## src/design/segy_pkg.sv

```systemverilog
// ----------------------------------------------------------------------------
// segy_pkg
// Shared types and codes for the SEG-Y trace picker: the sample request
// handed from the parser to the float converter, the configuration register
// indexes and the binary header format codes.
// ----------------------------------------------------------------------------
package segy_pkg;

  localparam int unsigned IDX_W  = 15;
  localparam int unsigned TIME_W = 21;
  localparam int unsigned WORD_W = 32;

  localparam logic CFG_TGT_XLINE  = 1'b0;
  localparam logic CFG_TGT_INLINE = 1'b1;

  localparam logic [15:0] FMT_CODE_IBM  = 16'd1;
  localparam logic [15:0] FMT_CODE_INT4 = 16'd2;
  localparam logic [15:0] FMT_CODE_INT2 = 16'd3;
  localparam logic [15:0] FMT_CODE_FIX4 = 16'd4;
  localparam logic [15:0] FMT_CODE_IEEE = 16'd5;

  typedef struct packed {
    logic [IDX_W-1:0]  sample_index;
    logic [TIME_W-1:0] time_ms;
    logic [WORD_W-1:0] raw_word;
    logic              last;
    logic              status;
    logic              is_ibm;
  } req_t;

endpackage

```

## src/design/segy_parse.sv

```systemverilog
// ----------------------------------------------------------------------------
// segy_parse
// Byte-serial SEG-Y parser: header skip, binary header decode, trace header
// match and sample assembly. Emits one registered request per target sample.
// ----------------------------------------------------------------------------
module segy_parse (
  input  logic              clk,
  input  logic              rst_n,
  input  logic              in_valid,
  output logic              in_ready,
  input  logic [7:0]        in_byte,
  input  logic              in_sof,
  input  logic [31:0]       tgt_xline,
  input  logic [31:0]       tgt_inline,
  output logic              req_valid,
  input  logic              req_ready,
  output segy_pkg::req_t    req
);

  typedef enum logic [4:0] {
    PH_TEXT = 5'b00001,
    PH_BIN  = 5'b00010,
    PH_THDR = 5'b00100,
    PH_SAMP = 5'b01000,
    PH_DONE = 5'b10000
  } phase_t;

  typedef enum logic [2:0] {
    FC_IBM  = 3'd0,
    FC_IEEE = 3'd1,
    FC_BAD4 = 3'd2,
    FC_BAD2 = 3'd3,
    FC_BAD0 = 3'd4
  } fmt_t;

  localparam logic [11:0] TEXT_LAST = 12'd3199;
  localparam logic [11:0] BIN_LAST  = 12'd399;
  localparam logic [11:0] THDR_LAST = 12'd239;
  localparam logic [11:0] OFF_DT_LO = 12'd16;
  localparam logic [11:0] OFF_DT_HI = 12'd17;
  localparam logic [11:0] OFF_NS_LO = 12'd20;
  localparam logic [11:0] OFF_NS_HI = 12'd21;
  localparam logic [11:0] OFF_FM_LO = 12'd24;
  localparam logic [11:0] OFF_FM_HI = 12'd25;
  localparam logic [11:0] OFF_XL_LO = 12'd8;
  localparam logic [11:0] OFF_XL_HI = 12'd11;
  localparam logic [11:0] OFF_IL_LO = 12'd12;
  localparam logic [11:0] OFF_IL_HI = 12'd15;
  // floor(x/1000) = (x * 33555) >> 25, exact for x <= 32768
  localparam logic [15:0] DIV_MUL   = 16'd33555;

  phase_t         phase_r, phase_nxt;
  logic [11:0]    cnt_r, cnt_nxt;
  logic           big_r, big_nxt;
  logic [15:0]    spt_r, spt_nxt;
  logic [6:0]     ivl_r, ivl_nxt;
  fmt_t           fmt_r, fmt_nxt;
  logic [31:0]    asm_r, asm_nxt;
  logic [31:0]    xl_r, xl_nxt;
  logic [31:0]    il_r, il_nxt;
  logic [15:0]    scnt_r, scnt_nxt;
  logic [20:0]    time_r, time_nxt;
  logic           match_r, match_nxt;
  logic           v_r, v_nxt;
  segy_pkg::req_t req_r, req_nxt;

  logic           in_acc;
  logic           emit;
  phase_t         ph_cur;
  logic [11:0]    off;
  logic           match_now;
  logic [2:0]     bps;

  // binary header decode terms
  logic [15:0]    raw_le;
  logic           dec_big;
  logic [15:0]    dec_fmt;
  logic [15:0]    dec_dt;
  logic [15:0]    dec_ns;
  logic [15:0]    dt_mag;
  logic [31:0]    dt_prod;
  logic [6:0]     dt_q;
  logic [6:0]     dec_ivl;
  fmt_t           dec_fc;

  assign in_ready  = !v_r || req_ready;
  assign in_acc    = in_valid && in_ready;
  assign req_valid = v_r;
  assign req       = req_r;

  assign raw_le  = {in_byte, asm_r[23:16]};
  assign dec_big = !(($signed(raw_le) >= 16'sd1) && ($signed(raw_le) <= 16'sd5));
  assign dec_fmt = dec_big ? {asm_r[23:16], in_byte} : raw_le;
  assign dec_dt  = dec_big ? {asm_r[7:0], asm_r[15:8]} : asm_r[15:0];
  assign dec_ns  = dec_big ? {spt_r[7:0], spt_r[15:8]} : spt_r;
  assign dt_mag  = dec_dt[15] ? (16'd0 - dec_dt) : dec_dt;
  assign dt_prod = dt_mag * DIV_MUL;
  assign dt_q    = {1'b0, dt_prod[30:25]};
  assign dec_ivl = dec_dt[15] ? (7'd0 - dt_q) : dt_q;

  always_comb begin
    case (dec_fmt)
      segy_pkg::FMT_CODE_IBM:  dec_fc = FC_IBM;
      segy_pkg::FMT_CODE_IEEE: dec_fc = FC_IEEE;
      segy_pkg::FMT_CODE_INT4,
      segy_pkg::FMT_CODE_FIX4: dec_fc = FC_BAD4;
      segy_pkg::FMT_CODE_INT2: dec_fc = FC_BAD2;
      default:                 dec_fc = FC_BAD0;
    endcase
  end

  always_comb begin
    case (fmt_r)
      FC_BAD2: bps = 3'd2;
      FC_BAD0: bps = 3'd0;
      default: bps = 3'd4;
    endcase
  end

  assign ph_cur    = in_sof ? PH_TEXT : phase_r;
  assign off       = in_sof ? 12'd0 : cnt_r;
  assign match_now = (xl_r == tgt_xline) && (il_r == tgt_inline);

  always_comb begin
    phase_nxt = phase_r;
    cnt_nxt   = cnt_r;
    big_nxt   = big_r;
    spt_nxt   = spt_r;
    ivl_nxt   = ivl_r;
    fmt_nxt   = fmt_r;
    asm_nxt   = asm_r;
    xl_nxt    = xl_r;
    il_nxt    = il_r;
    scnt_nxt  = scnt_r;
    time_nxt  = time_r;
    match_nxt = match_r;
    emit      = 1'b0;
    req_nxt   = req_r;
    if (in_acc) begin
      if (in_sof) begin
        phase_nxt = PH_TEXT;
        cnt_nxt   = 12'd0;
      end
      unique case (ph_cur)
        PH_TEXT: begin
          if (off >= TEXT_LAST) begin
            phase_nxt = PH_BIN;
            cnt_nxt   = 12'd0;
          end else begin
            cnt_nxt = off + 12'd1;
          end
        end
        PH_BIN: begin
          case (off)
            OFF_DT_LO: asm_nxt[7:0]   = in_byte;
            OFF_DT_HI: asm_nxt[15:8]  = in_byte;
            OFF_NS_LO: spt_nxt[7:0]   = in_byte;
            OFF_NS_HI: spt_nxt[15:8]  = in_byte;
            OFF_FM_LO: asm_nxt[23:16] = in_byte;
            OFF_FM_HI: begin
              big_nxt = dec_big;
              ivl_nxt = dec_ivl;
              spt_nxt = dec_ns[15] ? 16'd0 : dec_ns;
              fmt_nxt = dec_fc;
            end
            default: ;
          endcase
          if (off >= BIN_LAST) begin
            phase_nxt = PH_THDR;
            cnt_nxt   = 12'd0;
          end else begin
            cnt_nxt = off + 12'd1;
          end
        end
        PH_THDR: begin
          if (off >= OFF_XL_LO && off <= OFF_XL_HI) begin
            xl_nxt = big_r ? {xl_r[23:0], in_byte} : {in_byte, xl_r[31:8]};
          end else if (off >= OFF_IL_LO && off <= OFF_IL_HI) begin
            il_nxt = big_r ? {il_r[23:0], in_byte} : {in_byte, il_r[31:8]};
          end
          if (off < THDR_LAST) begin
            cnt_nxt = off + 12'd1;
          end else begin
            cnt_nxt   = 12'd0;
            scnt_nxt  = 16'd0;
            time_nxt  = 21'd0;
            match_nxt = match_now;
            if (match_now && spt_r != 16'd0 && fmt_r != FC_IBM && fmt_r != FC_IEEE) begin
              emit                 = 1'b1;
              req_nxt.sample_index = '0;
              req_nxt.time_ms      = '0;
              req_nxt.raw_word     = '0;
              req_nxt.last         = 1'b1;
              req_nxt.status       = 1'b1;
              req_nxt.is_ibm       = 1'b0;
              phase_nxt            = PH_DONE;
            end else if (spt_r == 16'd0 || bps == 3'd0) begin
              if (match_now) begin
                phase_nxt = PH_DONE;
              end
            end else begin
              phase_nxt = PH_SAMP;
            end
          end
        end
        PH_SAMP: begin
          asm_nxt = big_r ? {asm_r[23:0], in_byte} : {in_byte, asm_r[31:8]};
          if ((off + 12'd1) < {9'd0, bps}) begin
            cnt_nxt = off + 12'd1;
          end else begin
            cnt_nxt = 12'd0;
            if (match_r) begin
              emit                 = 1'b1;
              req_nxt.sample_index = scnt_r[14:0];
              req_nxt.time_ms      = time_r;
              req_nxt.raw_word     = asm_nxt;
              req_nxt.last         = (scnt_r + 16'd1) == spt_r;
              req_nxt.status       = 1'b0;
              req_nxt.is_ibm       = (fmt_r == FC_IBM);
            end
            time_nxt = time_r + {{14{ivl_r[6]}}, ivl_r};
            scnt_nxt = scnt_r + 16'd1;
            if ((scnt_r + 16'd1) >= spt_r) begin
              phase_nxt = match_r ? PH_DONE : PH_THDR;
            end
          end
        end
        PH_DONE: ;
        default: ;
      endcase
    end
  end

  always_comb begin
    if (in_acc) begin
      v_nxt = emit || (v_r && !req_ready);
    end else begin
      v_nxt = v_r && !req_ready;
    end
  end

  always_ff @(posedge clk) begin
    if (!rst_n) begin
      phase_r <= PH_TEXT;
      cnt_r   <= 12'd0;
      v_r     <= 1'b0;
    end else begin
      phase_r <= phase_nxt;
      cnt_r   <= cnt_nxt;
      v_r     <= v_nxt;
    end
  end

  always_ff @(posedge clk) begin
    big_r   <= big_nxt;
    spt_r   <= spt_nxt;
    ivl_r   <= ivl_nxt;
    fmt_r   <= fmt_nxt;
    asm_r   <= asm_nxt;
    xl_r    <= xl_nxt;
    il_r    <= il_nxt;
    scnt_r  <= scnt_nxt;
    time_r  <= time_nxt;
    match_r <= match_nxt;
    if (emit) begin
      req_r <= req_nxt;
    end
  end

`ifndef SYNTH
  a_req_from_byte: assert property (@(posedge clk) disable iff (!rst_n)
    $rose(v_r) |-> $past(in_acc))
    else $error("request appeared without an accepted byte");

  a_err_is_last: assert property (@(posedge clk) disable iff (!rst_n)
    v_r |-> (!req_r.status || req_r.last))
    else $error("format error request not marked last");

  a_last_stops: assert property (@(posedge clk) disable iff (!rst_n)
    (emit && req_nxt.last) |=> (phase_r == PH_DONE))
    else $error("parser did not stop after last sample");
`endif

endmodule

```

## src/design/segy_ibm_cvt.sv

```systemverilog
// ----------------------------------------------------------------------------
// segy_ibm_cvt
// IBM hex float to IEEE single conversion with full normalization,
// overflow to infinity and underflow flushed to signed zero; words not
// marked IBM pass through unchanged. Holds the output register.
// ----------------------------------------------------------------------------
module segy_ibm_cvt (
  input  logic           clk,
  input  logic           rst_n,
  input  logic           req_valid,
  output logic           req_ready,
  input  segy_pkg::req_t req,
  output logic           out_valid,
  input  logic           out_ready,
  output logic [14:0]    out_index,
  output logic [20:0]    out_time,
  output logic [31:0]    out_word,
  output logic           out_last,
  output logic           out_status
);

  localparam logic signed [10:0] EXP_BIAS = 11'sd130;
  localparam logic signed [10:0] EXP_MAX  = 11'sd255;
  localparam logic [31:0]        INF_BITS = 32'h7f800000;

  logic           v_r;
  logic           ibm_r;
  logic [14:0]    idx_r;
  logic [20:0]    time_r;
  logic [31:0]    word_r, word_nxt;
  logic           last_r;
  logic           stat_r;
  logic           load;

  logic           sgn;
  logic [6:0]     ex;
  logic [23:0]    frac;
  logic [23:0]    frac_n;
  logic [4:0]     lz;
  logic           found;
  logic signed [10:0] be;

  assign req_ready = !v_r || out_ready;
  assign load      = req_valid && req_ready;

  assign sgn  = req.raw_word[31];
  assign ex   = req.raw_word[30:24];
  assign frac = req.raw_word[23:0];

  always_comb begin
    lz    = 5'd0;
    found = 1'b0;
    for (int i = 23; i >= 0; i--) begin
      if (!found && frac[i]) begin
        lz    = 5'(23 - i);
        found = 1'b1;
      end
    end
  end

  assign frac_n = frac << lz;
  assign be     = $signed({2'b00, ex, 2'b00}) - EXP_BIAS - $signed({6'd0, lz});

  always_comb begin
    if (!req.is_ibm) begin
      word_nxt = req.raw_word;
    end else if (frac == 24'd0 || be <= 11'sd0) begin
      word_nxt = {sgn, 31'd0};
    end else if (be >= EXP_MAX) begin
      word_nxt = {sgn, 31'd0} | INF_BITS;
    end else begin
      word_nxt = {sgn, be[7:0], frac_n[22:0]};
    end
  end

  always_ff @(posedge clk) begin
    if (!rst_n) begin
      v_r <= 1'b0;
    end else if (req_ready) begin
      v_r <= req_valid;
    end
  end

  always_ff @(posedge clk) begin
    if (load) begin
      ibm_r  <= req.is_ibm;
      idx_r  <= req.sample_index;
      time_r <= req.time_ms;
      word_r <= word_nxt;
      last_r <= req.last;
      stat_r <= req.status;
    end
  end

  assign out_valid  = v_r;
  assign out_index  = idx_r;
  assign out_time   = time_r;
  assign out_word   = word_r;
  assign out_last   = last_r;
  assign out_status = stat_r;

`ifndef SYNTH
  a_no_denorm: assert property (@(posedge clk) disable iff (!rst_n)
    (v_r && ibm_r) |-> (word_r[30:23] != 8'd0 || word_r[22:0] == 23'd0))
    else $error("IBM conversion produced a denormal");
`endif

endmodule

```

## src/design/segy_trace_select_ibm_to_ieee.sv

```systemverilog
// ----------------------------------------------------------------------------
// segy_trace_select_ibm_to_ieee
// SEG-Y byte stream trace picker; emits the samples of the matching trace
// as IEEE single words.
// ----------------------------------------------------------------------------
// Throughput: one byte per cycle, sustained; set by the byte-serial parser.
//   in_tready drops only while both stages hold a sample out_tready refuses.
// Pipeline: two register stages (parser request, converter output); a sample
//   is registered once its last byte is taken, then moves to the converter.
// Reset (rst_n low, synchronous): parse restarts at the text header, both
//   target registers clear to zero, and no request is pending.
module segy_trace_select_ibm_to_ieee (
  input  logic        clk,
  input  logic        rst_n,
  input  logic        in_tvalid,
  output logic        in_tready,
  input  logic [7:0]  in_tdata,   // [7:0] data_byte
  input  logic        in_tuser,   // [0] start_of_file
  output logic        out_tvalid,
  input  logic        out_tready,
  output logic [71:0] out_tdata,  // [14:0] sample_index, [35:15] time_ms,
                                  // [67:36] sample_word, [71:68] zero
  output logic        out_tlast,  // last_sample
  output logic        out_tuser,  // [0] status
  input  logic        cfg_wr_en,
  input  logic        cfg_addr,
  input  logic [31:0] cfg_wdata
);

  logic [31:0]    tgt_xline_r;
  logic [31:0]    tgt_inline_r;
  logic           req_valid;
  logic           req_ready;
  segy_pkg::req_t req;
  logic [14:0]    o_index;
  logic [20:0]    o_time;
  logic [31:0]    o_word;

  always_ff @(posedge clk) begin
    if (!rst_n) begin
      tgt_xline_r  <= 32'd0;
      tgt_inline_r <= 32'd0;
    end else if (cfg_wr_en) begin
      unique case (cfg_addr)
        segy_pkg::CFG_TGT_XLINE:  tgt_xline_r  <= cfg_wdata;
        segy_pkg::CFG_TGT_INLINE: tgt_inline_r <= cfg_wdata;
        default: ;
      endcase
    end
  end

  segy_parse u_parse (
    .clk        (clk),
    .rst_n      (rst_n),
    .in_valid   (in_tvalid),
    .in_ready   (in_tready),
    .in_byte    (in_tdata),
    .in_sof     (in_tuser),
    .tgt_xline  (tgt_xline_r),
    .tgt_inline (tgt_inline_r),
    .req_valid  (req_valid),
    .req_ready  (req_ready),
    .req        (req)
  );

  segy_ibm_cvt u_cvt (
    .clk        (clk),
    .rst_n      (rst_n),
    .req_valid  (req_valid),
    .req_ready  (req_ready),
    .req        (req),
    .out_valid  (out_tvalid),
    .out_ready  (out_tready),
    .out_index  (o_index),
    .out_time   (o_time),
    .out_word   (o_word),
    .out_last   (out_tlast),
    .out_status (out_tuser)
  );

  assign out_tdata = {4'd0, o_word, o_time, o_index};

endmodule

```

## config.mk

```make
export PLATFORM = sky130hd
export DESIGN_NAME = segy_trace_select_ibm_to_ieee
export DESIGN_NICKNAME = d
export VERILOG_FILES = /design/src/design/segy_pkg.sv /design/src/design/segy_parse.sv /design/src/design/segy_ibm_cvt.sv /design/src/design/segy_trace_select_ibm_to_ieee.sv
export SDC_FILE = /design/constraint.sdc
export NUM_CORES = 1
export LEC_CHECK = 0
export BUFFER_PORTS_ARGS = -buffer_cell sky130_fd_sc_hd__buf_2
export CORE_UTILIZATION = 40
export CTS_CLUSTER_SIZE = 20
export DETAILED_ROUTE_END_ITERATION = 16
export SETUP_SLACK_MARGIN = 0.05
export SLEW_MARGIN = 20
export SYNTH_ARGS = -nofsm -noshare
export SYNTH_HDL_FRONTEND = slang
export SYNTH_SLANG_ARGS = --single-unit
```

## constraint.sdc

```tcl
create_clock -name clk -period 19.2 [get_ports clk]
set_clock_uncertainty 0.15 [all_clocks]
set_input_delay 3.84 -clock clk [delete_from_list [all_inputs] [get_ports clk]]
set_output_delay 3.84 -clock clk [all_outputs]
set_load 0.1 [all_outputs]
```

==> results.json <==
{
  "status": "completed",
  "synth-simple-area-share": 0.1480,
  "post_synth_inst_count": 2350,
  "edff_count_synth": 302,
  "fp.dieW_um": 246.6,
  "yosysWarningCount": 0,
  "yosys.cell_types.count": 90,
  "max-vdd-ir-drop_uv": 57.18,
  "setup_viol_count_final": 0,
  "finalSetupTns_ps": 0,
  "avgRoutedWirePerCell_um": 18.47,
  "first_global_vias": 17320,
  "maximum_buffer_depth_of_the_clock_tree": 3,
  "preCtsSetupSlack_ps": 6706,
  "worstPathMaxFanout": 15,
  "final_hold_viol_count": 0,
  "number_of_buffers_created_by_cts": 41,
  "synth_xor_area_frac": 0.05415,
  "postRouteAntennaNets": 0,
  "worstSetupEndpointType": "register",
  "postRouteWirelength_um": 59690,
  "finalCritPeriodShare": 0.6230,
  "synth-compound-area-share": 0.1271,
  "critical_path.startpoint_type": "input port",
  "rsz0062_at_grt": "false",
  "grt_remaining_overflow": 0,
  "crit_slowest_cell": "sky130_fd_sc_hd__a21oi_1",
  "ioPinCount": 123,
  "worst_ep_arrival_time_ps": 12120,
  "via_count": 17650,
  "placeableCoreArea_um2": 59020,
  "first_pass_iters": 5,
  "grt_first_pass_wirelength_um": 94740,
  "cts.sink_count": 385,
  "grt_max_degree": 93,
  "cts_setup_buffers": 0,
  "place.gp.congestion": 0.8903,
  "gr-usage-all-layers": 0.1958,
  "maxClockFrequency_mhz": 83.60,
  "synthesis.area_per_instance_um2": 10.19,
  "r2r.worst_path.cells": 30,
  "critPathRequiredTime_ps": 19360,
  "cpPeakStageDelay_ps": 660,
  "initial_utilization": 0.4056,
  "timing_worst_slew_pin_value_ps": 1114,
  "synthAdderAreaFrac": 0.1209,
  "relative_slew_slack": 0.2508,
  "tritoncts": "done",
  "die_height_um": 246.6,
  "floorplan.die_area_um2": 60830,
  "post_cts_resized": 0,
  "r2r_slack_ps": 9960,
  "synth_mux_area_frac": 0.05222,
  "rows": 89,
  "place.detailed.hpwl_um": 43670,
  "timing.hold.worst_path_depth": 0,
  "slew_violations": 0,
  "clk_transition_reported_paths_ps": 60,
  "power_density_nw_per_um2": 64.23,
  "route.detailed.vias_per_inst": 5.461,
  "synth_async_sr_flop_share": 0,
  "drt_first_iter_violations": 1131,
  "final.setup.worst_slack_ps": 7239,
  "drt_drc_violations_left": 0,
  "clk_latency_ps": 590,
  "placed_cells": 3156,
  "timing.hold.worst.class": "register to register",
  "cts_root_buf": "sky130_fd_sc_hd__clkbuf_16",
  "finish.net_count": 2681,
  "leakage_nw": 10.47,
  "layout-drive-gt1-share": 0.1119,
  "yosysSeqAreaShare": 0.4483,
  "r2r_start": "u_parse.asm_r[23]$_DFFE_PP_",
  "synth.ff_latch_count": 385,
  "cts_htree_levels": 2,
  "netlist_area_um2": 23940,
  "port_buffers": 118,
  "finalWorstPathRequiredPeriod_ps": 11960,
  "hold_ws_ps": 267.3,
  "area_added_between_synthesis_and_finish_pct": 10.96,
  "ctsHoldBuffers": 0,
  "antenna_violations_before_repair": 3,
  "crit_reg_reg_endpoint": "u_parse.ivl_r[5]$_DFFE_PP_",
  "final-instance-count-excl-fill": 3232,
  "min_delay_worst_endpoint": "u_cvt.out_time[10]$_DFFE_PP_",
  "stdcell_area_um2": 26560,
  "cap_viol_max_count": 0,
  "placed_area_um2": 25290,
  "path_class": "input port to register",
  "main_combinational_cell_family_by_area_after_synthesis": "simple AND/OR/NAND/NOR gates",
  "ys.flop_type": "sky130_fd_sc_hd__edfxtp_1",
  "critical_path.startpoint": "in_tdata[6]",
  "worst_hold_startpoint": "u_parse.req[45]$_SDFFCE_PN0P_"
}
registers in the layout, indices dropped and copies added, names as in the netlist, 12 cells and up:
name,cells
u_cvt.out_time,21
u_parse.spt_r,16
u_parse.il_r,32
u_parse.scnt_r,16
u_cvt.out_index,15
tgt_xline_r,32
tgt_inline_r,32
u_parse.xl_r,32
u_parse.req,71
u_cvt.out_word,32
u_parse.cnt_r,12
u_parse.asm_r,32
u_parse.time_r,21
power breakdown:
| group | internal (mW) | total (mW) | switching (mW) |
|---|---|---|---|
| sequential | 0.895 | 0.900 | 0.00485 |
| clock | 0.416 | 0.758 | 0.341 |
| combinational | 0.0170 | 0.0486 | 0.0315 |
| total | 1.33 | 1.71 | 0.377 |
stage by stage:
| stage | total power [mW] | utilization |
|---|---|---|
| after detailed placement | 0.9660 | 0.4285 |
| final | 1.706 | 0.4500 |
| after CTS | 1.724 | 0.4500 |
| after floorplan | 0.9474 | - |
| after global placement | 0.9648 | 0.4285 |
| after global routing | 1.761 | 0.4500 |
kinds of logic (layout without fill, tap and decap cells):
| kind of cell | after synthesis | count (layout) |
|---|---|---|
| AO/OA/AOI/OAI | 443 | 443 |
| XOR/XNOR | 148 | 148 |
| adder cells (fa/ha/maj) | 208 | 208 |
| buffers and inverters | 305 | 410 |
| flip-flops | 385 | 385 |
| multiplexers | 118 | 118 |
| other | 1 | 5 |
| AND/OR/NAND/NOR | 742 | 742 |
cell usage in the layout, fill, tap and decap left out, types with 40 or more instances in the layout:
cell,Yosys,layout
sky130_fd_sc_hd__edfxtp_1,302,302
sky130_fd_sc_hd__nand2_1,297,297
sky130_fd_sc_hd__inv_1,184,183
sky130_fd_sc_hd__ha_1,169,169
sky130_fd_sc_hd__nor2_1,139,139
sky130_fd_sc_hd__buf_2,8,118
sky130_fd_sc_hd__xor2_1,105,105
sky130_fd_sc_hd__a21oi_1,98,97
sky130_fd_sc_hd__dfxtp_1,83,83
sky130_fd_sc_hd__o21ai_0,77,77
sky130_fd_sc_hd__a21boi_0,73,73
sky130_fd_sc_hd__mux2i_1,72,72
sky130_fd_sc_hd__and2_1,67,67
sky130_fd_sc_hd__mux2_2,45,45
sky130_fd_sc_hd__xnor2_1,43,43
sky130_fd_sc_hd__clkbuf_16,0,41
sky130_fd_sc_hd__nor4_1,40,40
cell usage after synthesis (45+ instances only):
master                     number  area share
sky130_fd_sc_hd__edfxtp_1     302        0.38
sky130_fd_sc_hd__dfxtp_1       83       0.069
sky130_fd_sc_hd__nand2_1      297       0.047
sky130_fd_sc_hd__a21boi_0      73       0.023
sky130_fd_sc_hd__o21ai_0       77       0.016
sky130_fd_sc_hd__a21oi_1       98       0.020
sky130_fd_sc_hd__inv_1        184       0.029
sky130_fd_sc_hd__mux2_2        45       0.021
sky130_fd_sc_hd__mux2i_1       72       0.030
sky130_fd_sc_hd__nor2_1       139       0.022
sky130_fd_sc_hd__and2_1        67       0.018
sky130_fd_sc_hd__xor2_1       105       0.038
sky130_fd_sc_hd__clkbuf_1      91       0.014
sky130_fd_sc_hd__ha_1         169       0.088
layer usage:
| metal | part of all wire | global-route usage | vias to the layer above |
|---|---|---|---|
| li1 | - | - | 8495 |
| met1 | 0.46 | 0.2668 | 8640 |
| met2 | 0.47 | 0.3237 | 425 |
| met3 | 0.050 | 0.03017 | 85 |
| met4 | 0.020 | 0.04920 | 6 |
| met5 | 0.00054 | 0 | - |
layout make-up:
class	instances	area (um^2)
sequential	385	10730
multi-input combinational	1663	12080
fill	5560	32460
tap	773	967.2
inverter	189	709.4
clock inverter	22	185.2
timing repair buffer	146	800.8
antenna	1	2.502
clock buffer	53	1081
worst max-delay path: cells and delay by family:
family | cells | cell delay (ps)
AND/OR/NAND/NOR | 7 | 1840
AO/OA/AOI/OAI | 8 | 2330
multiplexers | 1 | 340
XOR/XNOR | 2 | 270
adder cells (fa/ha/maj) | 8 | 3150
buffers and inverters | 5 | 360
how the worst max path moves through the flow:
stage / cells after the start / end / slack, ps
3_3_place_gp: 31 / u_parse.ivl_r[5]$_DFFE_PP_ / 6840
2_1_floorplan: 33 / u_parse.ivl_r[5]$_DFFE_PP_ / 7230
6_report: 31 / u_parse.ivl_r[5]$_DFFE_PP_ / 7240
3_5_place_dp: 31 / u_parse.ivl_r[5]$_DFFE_PP_ / 6710
4_1_cts: 31 / u_parse.ivl_r[5]$_DFFE_PP_ / 7310
5_1_grt: 31 / u_parse.ivl_r[5]$_DFFE_PP_ / 6720
(Power assumes the default switching activity.)
